==> config.mk <==
export PLATFORM = sky130hd
export DESIGN_NAME = stable_sorted_priority_queue_core_flat
export DESIGN_NICKNAME = d
export VERILOG_FILES = /design/src/hdl/spsq_pkg.sv /design/src/hdl/spsq_if.sv /design/src/hdl/spsq_cell.sv /design/src/hdl/stable_sorted_priority_queue_core.sv /design/src/flat_wrapper.sv
export SDC_FILE = /design/constraint.sdc
export NUM_CORES = 2
export LEC_CHECK = 0
export BUFFER_PORTS_ARGS = -buffer_cell sky130_fd_sc_hd__buf_4
export CORE_UTILIZATION = 55
export CTS_BUF_LIST = sky130_fd_sc_hd__clkbuf_8
export DETAILED_ROUTE_END_ITERATION = 12
export HOLD_SLACK_MARGIN = 0.06
export PLACE_DENSITY = 0.83
export REMOVE_ABC_BUFFERS = 1
export SLEW_MARGIN = 20
export SYNTH_ARGS = -nofsm -noshare
export SYNTH_HDL_FRONTEND = slang
export SYNTH_SLANG_ARGS = --single-unit
==> constraint.sdc <==
create_clock -name clock -period 20.2 [get_ports clock]
set_input_delay 2.02 -clock clock [delete_from_list [all_inputs] [get_ports clock]]
set_output_delay 2.02 -clock clock [all_outputs]
set_load 0.02 [all_outputs]
==> src/hdl/spsq_pkg.sv <==
`default_nettype none
package spsq_pkg;

   localparam int CAPACITY_DEFAULT = 16;
   localparam int DATA_W           = 32;
   localparam int PRIO_W           = 32;
   localparam int OCC_W            = 5;

   typedef enum logic {
      CMD_ENQ = 1'b0,
      CMD_DEQ = 1'b1
   } cmd_type;

   typedef enum logic [1:0] {
      STATUS_ENQUEUED = 2'd0,
      STATUS_DEQUEUED = 2'd1,
      STATUS_EMPTY    = 2'd2,
      STATUS_FULL     = 2'd3
   } status_type;

   typedef struct packed {
      logic signed [DATA_W-1:0] data;
      logic signed [PRIO_W-1:0] prio;
   } entry_type;

   // broadcast to every cell in the chain
   typedef struct packed {
      logic      enq;
      logic      deq;
      entry_type new_entry;
   } cell_ctrl_type;

endpackage
`default_nettype wire

==> src/hdl/spsq_if.sv <==
`default_nettype none
interface spsq_req_if
   import spsq_pkg::*;
();
   logic                     valid;
   logic                     ready;
   cmd_type                  cmd;
   logic signed [DATA_W-1:0] data_value;
   logic signed [PRIO_W-1:0] priority_req;

   modport source (output valid, output cmd, output data_value, output priority_req,
                   input ready);
   modport sink   (input valid, input cmd, input data_value, input priority_req,
                   output ready);
endinterface

interface spsq_rsp_if
   import spsq_pkg::*;
();
   logic                     valid;
   logic                     ready;
   logic signed [DATA_W-1:0] out_data;
   status_type               status;
   logic [OCC_W-1:0]         occupancy;

   modport source (output valid, output out_data, output status, output occupancy,
                   input ready);
   modport sink   (input valid, input out_data, input status, input occupancy,
                   output ready);
endinterface
`default_nettype wire

==> src/hdl/spsq_cell.sv <==
`default_nettype none
module spsq_cell
   import spsq_pkg::*;
(
   input  wire logic          clock,
   input  wire cell_ctrl_type ctrl,
   input  wire logic          occupied,
   input  wire logic          left_keep,
   input  wire entry_type     left_entry,
   input  wire entry_type     right_entry,
   output      entry_type     entry,
   output      logic          keep
);

   entry_type entry_ff;
   entry_type entry_in;

   // entry stays in place on an enqueue if it is not after the new one
   assign keep  = occupied && (entry_ff.prio <= ctrl.new_entry.prio);
   assign entry = entry_ff;

   always_comb begin
      entry_in = entry_ff;
      if (ctrl.enq) begin
         if (!left_keep) begin
            entry_in = left_entry;
         end else if (!keep) begin
            entry_in = ctrl.new_entry;
         end
      end else if (ctrl.deq) begin
         entry_in = right_entry;
      end
   end

   always_ff @(posedge clock) begin
      entry_ff <= entry_in;
   end

endmodule
`default_nettype wire

==> src/hdl/stable_sorted_priority_queue_core.sv <==
// Response: a result appears in the cycle after its request transfer.
// Throughput: 1 operation per cycle; every cell of the chain compares and
// shifts in the same cycle, and the response register frees each cycle it drains.
// Reset: synchronous; clears the entry count and the response valid. Cell
// contents are not reset and are only read below the entry count.
`default_nettype none
module stable_sorted_priority_queue_core
   import spsq_pkg::*;
#(
   parameter int CAPACITY = CAPACITY_DEFAULT
) (
   input  wire logic clock,
   input  wire logic reset,
   spsq_req_if.sink   req_bus,
   spsq_rsp_if.source rsp_bus
);

   localparam int CNT_W = $clog2(CAPACITY + 1);

   logic [CNT_W-1:0] count_ff, count_in;
   logic             rsp_valid_ff, rsp_valid_in;
   logic signed [DATA_W-1:0] rsp_data_ff, rsp_data_in;
   status_type       rsp_status_ff, rsp_status_in;
   logic [OCC_W-1:0] rsp_occ_ff, rsp_occ_in;

   logic          accept, full, empty;
   cell_ctrl_type ctrl;
   entry_type     cell_entry [CAPACITY];
   logic          cell_keep  [CAPACITY];

   assign req_bus.ready = !rsp_valid_ff || rsp_bus.ready;
   assign accept        = req_bus.valid && req_bus.ready;
   assign full          = (count_ff == CNT_W'(CAPACITY));
   assign empty         = (count_ff == '0);

   assign ctrl.enq            = accept && (req_bus.cmd == CMD_ENQ) && !full;
   assign ctrl.deq            = accept && (req_bus.cmd == CMD_DEQ) && !empty;
   assign ctrl.new_entry.data = req_bus.data_value;
   assign ctrl.new_entry.prio = req_bus.priority_req;

   for (genvar i = 0; i < CAPACITY; i++) begin : g_cell
      logic      occupied, left_keep;
      entry_type left_entry, right_entry;

      assign occupied = (CNT_W'(i) < count_ff);

      if (i == 0) begin : g_head
         assign left_keep  = 1'b1;
         assign left_entry = ctrl.new_entry;
      end else begin : g_body
         assign left_keep  = cell_keep[i-1];
         assign left_entry = cell_entry[i-1];
      end

      if (i == CAPACITY - 1) begin : g_tail
         assign right_entry = cell_entry[i];
      end else begin : g_inner
         assign right_entry = cell_entry[i+1];
      end

      spsq_cell u_cell (
         .clock       (clock),
         .ctrl        (ctrl),
         .occupied    (occupied),
         .left_keep   (left_keep),
         .left_entry  (left_entry),
         .right_entry (right_entry),
         .entry       (cell_entry[i]),
         .keep        (cell_keep[i])
      );
   end

   always_comb begin
      count_in      = count_ff;
      rsp_valid_in  = rsp_valid_ff && !rsp_bus.ready;
      rsp_data_in   = rsp_data_ff;
      rsp_status_in = rsp_status_ff;
      rsp_occ_in    = rsp_occ_ff;
      if (accept) begin
         rsp_valid_in = 1'b1;
         rsp_data_in  = '0;
         unique case (req_bus.cmd)
            CMD_ENQ: begin
               if (full) begin
                  rsp_status_in = STATUS_FULL;
               end else begin
                  rsp_status_in = STATUS_ENQUEUED;
                  count_in      = count_ff + 1'b1;
               end
            end
            CMD_DEQ: begin
               if (empty) begin
                  rsp_status_in = STATUS_EMPTY;
               end else begin
                  rsp_status_in = STATUS_DEQUEUED;
                  rsp_data_in   = cell_entry[0].data;
                  count_in      = count_ff - 1'b1;
               end
            end
            default: begin
               rsp_status_in = STATUS_EMPTY;
            end
         endcase
         rsp_occ_in = OCC_W'(count_in);
      end
   end

   always_ff @(posedge clock) begin
      if (reset) begin
         count_ff     <= '0;
         rsp_valid_ff <= 1'b0;
      end else begin
         count_ff     <= count_in;
         rsp_valid_ff <= rsp_valid_in;
      end
      rsp_data_ff   <= rsp_data_in;
      rsp_status_ff <= rsp_status_in;
      rsp_occ_ff    <= rsp_occ_in;
   end

   assign rsp_bus.valid     = rsp_valid_ff;
   assign rsp_bus.out_data  = rsp_data_ff;
   assign rsp_bus.status    = rsp_status_ff;
   assign rsp_bus.occupancy = rsp_occ_ff;

endmodule
`default_nettype wire

==> src/flat_wrapper.sv <==
// flat-port wrapper written by rule: the top's interface ports become plain ports
module stable_sorted_priority_queue_core_flat import spsq_pkg::*;
#(
   parameter int CAPACITY = CAPACITY_DEFAULT
)
  (clock, reset, req_bus_valid, req_bus_cmd, req_bus_data_value, req_bus_priority_req, req_bus_ready, rsp_bus_valid, rsp_bus_out_data, rsp_bus_status, rsp_bus_occupancy, rsp_bus_ready);
  spsq_req_if req_bus_i ();
  spsq_rsp_if rsp_bus_i ();
  input  wire logic clock;
  input  wire logic reset;
  input wire logic [$bits(req_bus_i.valid)-1:0] req_bus_valid;
  input wire logic [$bits(req_bus_i.cmd)-1:0] req_bus_cmd;
  input wire logic [$bits(req_bus_i.data_value)-1:0] req_bus_data_value;
  input wire logic [$bits(req_bus_i.priority_req)-1:0] req_bus_priority_req;
  output wire logic [$bits(req_bus_i.ready)-1:0] req_bus_ready;
  output wire logic [$bits(rsp_bus_i.valid)-1:0] rsp_bus_valid;
  output wire logic [$bits(rsp_bus_i.out_data)-1:0] rsp_bus_out_data;
  output wire logic [$bits(rsp_bus_i.status)-1:0] rsp_bus_status;
  output wire logic [$bits(rsp_bus_i.occupancy)-1:0] rsp_bus_occupancy;
  input wire logic [$bits(rsp_bus_i.ready)-1:0] rsp_bus_ready;
  assign req_bus_i.valid = req_bus_valid;
  assign req_bus_i.cmd = req_bus_cmd;
  assign req_bus_i.data_value = req_bus_data_value;
  assign req_bus_i.priority_req = req_bus_priority_req;
  assign req_bus_ready = req_bus_i.ready;
  assign rsp_bus_valid = rsp_bus_i.valid;
  assign rsp_bus_out_data = rsp_bus_i.out_data;
  assign rsp_bus_status = rsp_bus_i.status;
  assign rsp_bus_occupancy = rsp_bus_i.occupancy;
  assign rsp_bus_i.ready = rsp_bus_ready;
  stable_sorted_priority_queue_core #(.CAPACITY(CAPACITY)) u_core (.clock(clock), .reset(reset), .req_bus(req_bus_i), .rsp_bus(rsp_bus_i));
endmodule
## Word level (Yosys, flattened, before mapping)

Cells that the tools add are included.

| storage, ports and cells | value |
|---|---|
| bits in registers | 1069 |
| output and inout port bits | 41 |

| cells by class | value |
|---|---|
| add/sub/neg operators | 2 |
| magnitude comparators | 32 |
| equal/unequal tests | 17 |
| mux-type cells | 68 |
| bitwise logic cells | 1 |
| reductions and logical operators | 46 |

Operators with widths:

| kind | count |
|---|---|
| $mux 64 | 61 |
| $le 32x32->1 | 16 |
| $ne 3x3->1 const B | 14 |
| $lt 4x5->1 const A | 8 |
| $reduce_and 2->1 | 16 |
| $logic_and 1x1->1 | 22 |
| $lt 3x5->1 const A | 4 |
| $lt 1x5->1 const A | 2 |
| $lt 2x5->1 const A | 2 |
| $mux 5 | 2 |
| $pmux 5 s2 | 1 |
| $add 5x1->5 const B | 1 |
| $eq 5x5->1 const B | 1 |
| $logic_not 5->1 | 1 |
| $sub 5x1->5 const B | 1 |
| $logic_not 1->1 | 4 |
| $mux 2 | 2 |
| $ne 2x2->1 const B | 2 |
| $pmux 2 s2 | 1 |
| $reduce_bool 2->1 | 1 |
| $reduce_or 2->1 | 1 |
| $logic_or 1x1->1 | 1 |
| $mux 1 | 1 |
| $not 1->1 | 1 |

## Logic depth before layout (Yosys ltp)

| depth | value |
|---|---|
| depth after elaboration | 7 |
| mapped depth | 13 |
| gate-level depth less buffers | 10 |

## By module

Synthesis repeated with hierarchy kept, for this count alone.

| second synthesis, totals | value |
|---|---|
| cells, all modules | 6645 |
| area total of the unflattened synthesis | 67775.0 µm² |

By module, submodules not included:

| module | instances | cells each | area each (µm²) | sequential area each (µm²) |
|---|---|---|---|---|
| spsq_cell at u_core.g_cell[0].u_cell ... | 13 | 405 | 4108.9 | 1921.8 |
| spsq_cell at u_core.g_cell[8].u_cell ... | 2 | 404 | 4087.7 | 1921.8 |
| spsq_cell at u_core.g_cell[13].u_cell | 1 | 393 | 4060.1 | 1921.8 |
| stable_sorted_priority_queue_core | 1 | 179 | 2123.3 | 1291.2 |

## Least setup slack after synthesis

No wires, ideal clock.

| timing | value |
|---|---|
| kind | input-to-reg |
| from | input port req_bus_priority_req[11] |
| to | register u_core.g_cell[4].u_cell.entry_ff, in the netlist u_core.g_cell[4].u_cell.entry[0], enable pin |
| data arrival time | 8533 ps |
| required time | 19626 ps |
| setup slack | 11093 ps |
| stages | 11 |
| path buffers | 1 |
| cell sequence | inv_1 > ha_1 > a21oi_1 > o21a_1 > o2bb2ai_1 > o41ai_1 > a31o_1 > a31oi_4 > buf_6 > nor2b_1 > o21ai_0 |

| on the way | value |
|---|---|
| longest elaborated chain between the ends | 4 |

Ends and longest elaborated chain:

| what | line | source |
|---|---|---|
| from (decl) | flat_wrapper.sv:14 | `input wire logic [$bits(req_bus_i.priority_req)-1:0] req_bus_priority_req;` |
| $le 32x32->1 | spsq_cell.sv:19 | `assign keep = occupied && (entry_ff.prio <= ctrl.new_entry.prio);` |
| $logic_and 1x1->1 | spsq_cell.sv:19 |  |
| $ne 3x3->1 (no line) * | n/a |  |
| $reduce_and 2->1 (no line) * | n/a |  |
| to (signal assigned) | spsq_cell.sv:36 | `entry_ff <= entry_in;` |
| to (decl) | spsq_cell.sv:15 | `entry_type entry_ff;` |

Mark *: on every way between the ends. The rest lies on a longest branch, timed or not.
A chain may end at the register's enable or synchronous reset.

## Worst setup path after layout

| timing | value |
|---|---|
| from | input port req_bus_priority_req[7] |
| to | register u_core.g_cell[4].u_cell.entry_ff, in the netlist u_core.g_cell[4].u_cell.entry[35], enable pin |

Same word-level chain as after synthesis.

==> metrics.txt <==
Period minus WS final 6.769 ns; Core ar. 114500 sq um; Syn. warnings 0; number of flops mapped to enable cells by yosys 1063; chip width 342.2 um; FILL cells 9277; largest net degree at the start of global routing 263; dpl cell area 65210 sq um; Worst Reg-to-Reg Cells 8; first-pass GRT wire length 296.9 mm; setup_tns 0 ns; final hold vios 0; # resized after CTS 0; Post-DP HPWL 124.3 mm; Logic pwr share 21.4%; post-DR wirelength/cell 25.90 um; Hold Crit Class reg2reg; Worst setup EP type flip-flop; cell chain of the critical path buf_4, inv_1, ha_1, a21oi_1, o21ai_0, o2bb2ai_1, o41ai_1, a31o_1, a31oi_4, buf_4, nor2b_1, o21ai_4, buf_4; slew margin rel. 14.84%; top cells by count, synth nand2_1 (1076), edfxtp_1 (1063), ha_1 (515); initial antenna violation count 14; Placer Congestion 1.012; critical path fanouts, max 40; post-synth top area share 50.14%; vias in the first global route 49690; clk sinks 1069; Setup Fix Bufs, Post-CTS 0; Synth area leader edfxtp_1; Req. time, crit path 20.69 ns; overall routing resource usage 33.13%; Final Max Tran Viols 0; Yosys reg bits 1069; crit start category input pin; overall routed net length 197.8 mm; post-synthesis sequential area ratio 50.33%; fin crit share 33.51%; root buf cell clkbuf_8; DIE AREA 117100 sq um; Post-CTS Hold Buffers 0; H-tree Lvls 4; sw frac 32.89%; Max rail drop VDD 50.70 uV; nets 6565; vias per inst 6.760; crit path DAT 7.26 ns; Area Overhead vs Synth 7.586%; antenna viol nets, final 0; M1 GR Usage 44.34%; die height 342.2 um; Synth Instances 6064; Design Power 6.102 mW; Power per Cell Area 89.08 nW/um^2; via count 51640; syn_area_per_cell 10.50 sq um; Lkg Pwr 27.32 nW; Initial Util 55.60%; P_sw 2.007 mW; distinct cell type count after synthesis 84; TritonCTS clock tree yes; GR peak layer met2; Post-Syn Area 63660 sq um; io pins 110; clock tree buffer depth 3; most frequent CP cell buf_4; IO Port Bufs 109; layout cell share with drive strength beyond 1 7.875%; 1st-iter DRT viols 7847; met2 Track Usage GR 49.42%; Worst Tran Pin Value 1.266 ns; clock share of power 30.0%; failing checks DRC; most frequent cell after synthesis nand2_1; Async SR Flop Fraction 0%; CP max stage delay 0.92 ns; GR Util met3 9.038%; TritonCTS buffer count 178; main area contributors after synthesis edfxtp_1 (50%), ha_1 (10%), mux2i_1 (7.9%), nand2_1 (6.3%), o211ai_1 (4.1%); multi-input logic area 29620 sq um; fin area 68490 sq um; Worst-path clk slew 0.06 ns; outcome finished, violations left; FP Rows 124; Residual DRC 8; final worst clock skew 0.05972 ns; Reg power frac 48.6%; clock insertion delay at the later pin of the skew report 0.92 ns; Initial DRT Pass Iterations 10; remaining global-route overflow 0; Peak Freq 147.7 MHz; # Max-Cap Violations 0; internal power 4.095 mW; Top FF cell, synth edfxtp_1; FF/Latch Area 32040 sq um; Setup CP Type in2reg; RSZ-0062 raised after global routing false; final setup vio count 0; Slowest-stage cell, CP buf_4; Hold Path Depth 2
## cells in the final DEF (no fill, tap or decap), types with 9 or more instances in the layout
cell type | netlist | final
nor3_1 | 20 | 20
o21ai_0 | 494 | 490
a21o_1 | 44 | 44
nand2_1 | 1076 | 1063
clkinv_1 | 1 | 54
and2_1 | 36 | 35
o21ai_1 | 83 | 82
nand2_4 | 0 | 13
clkbuf_8 | 0 | 182
ha_1 | 515 | 515
buf_4 | 24 | 179
o211ai_1 | 347 | 347
inv_1 | 69 | 117
nand4_1 | 120 | 120
edfxtp_1 | 1063 | 1063
o21a_1 | 11 | 10
o221ai_1 | 12 | 12
a221oi_1 | 9 | 9
nand3_1 | 376 | 376
nor2b_1 | 27 | 27
a21oi_1 | 434 | 434
nand2b_1 | 9 | 9
mux2i_1 | 500 | 500
nor2_1 | 175 | 174
nor4_1 | 23 | 21
mux2_4 | 33 | 33
a211oi_1 | 18 | 18
clkinv_2 | 0 | 19
## power by group through the flow
stage / clock network (mW) / logic (mW) / registers, mW
after floorplan: 0 / 0.978 / 2.97
after global placement: 0 / 1.20 / 2.99
after detailed placement: 0 / 1.25 / 3.00
after CTS: 1.83 / 1.26 / 2.96
after global routing: 1.93 / 1.41 / 2.98
final: 1.83 / 1.30 / 2.97
## critical path, delay by kind of cell
kind | cells | cell delay, ns
buffers and inverters | 4 | 2.09
AND/OR/NAND/NOR | 1 | 0.28
adder cells (fa/ha/maj) | 1 | 0.39
AO/OA/AOI/OAI | 7 | 2.40
## cells by family (layout without fill, tap and decap cells)
kind of cell | after synthesis | after routing | share of synthesized area, %
xor gates and xnor gates | 3 | 3 | 0.04128
DFF | 1069 | 1069 | 50.33
muxes | 535 | 535 | 8.675
and+or+nand+nor | 1899 | 1899 | 13.07
AOI/OAI and AO/OA | 1526 | 1526 | 14.21
other | 0 | 6 | 0
adders and majority gates | 515 | 515 | 10.12
buffers and inverters | 517 | 574 | 3.557
## final cells by class
type	count	share of cell area [%]
flip-flops and latches	1069	46.78
multi-input cells	4478	43.25
clock buffers	182	3.657
well taps	1512	2.762
repair buffers	183	2.077
clock inverters	138	1.063
inverters	71	0.3891
diodes	6	0.02192
## flip-flops by register name (all words and copies together), names as in the netlist
signal / flops
u_core.rsp_bus.occupancy: 5
u_core.count_ff: 5
u_core.g_cell.u_cell.entry: 1024
u_core.rsp_bus.valid: 1
u_core.rsp_bus.status: 2
u_core.rsp_bus.out_data: 32
## path summary, 6_finish.rpt
check	end	slack [ns]	startpoint
worst min register to register	u_core.g_cell[0].u_cell.entry[47]	0.52	u_core.g_cell[1].u_cell.entry[47]
worst max-delay path	u_core.g_cell[4].u_cell.entry[35]	13.43	req_bus_priority_req[7]
worst max register to register	u_core.g_cell[10].u_cell.entry[23]	14.62	u_core.count_ff[0]
worst min-delay path	u_core.g_cell[0].u_cell.entry[47]	0.52	u_core.g_cell[1].u_cell.entry[47]
## layer usage
metal	share of wire [%]	wire length, um
met1	38	74830
met2	44	86060
met3	13	26460
met4	5.3	10400
met5	0.047	92
## per-stage QoR
stage	instances	hold slack [ns]	setup WS, ns	util, %
finish	7639	0.5237	13.43	59.82
global route	7637	0.5613	13.29	59.82
CTS	7632	0.5203	13.52	59.77
detailed placement	7312	0.5257	12.62	56.95
global placement	7312	0.5228	12.66	56.95
floorplan	5618	0.5142	-29.21	-
(Power assumes the default switching activity.)
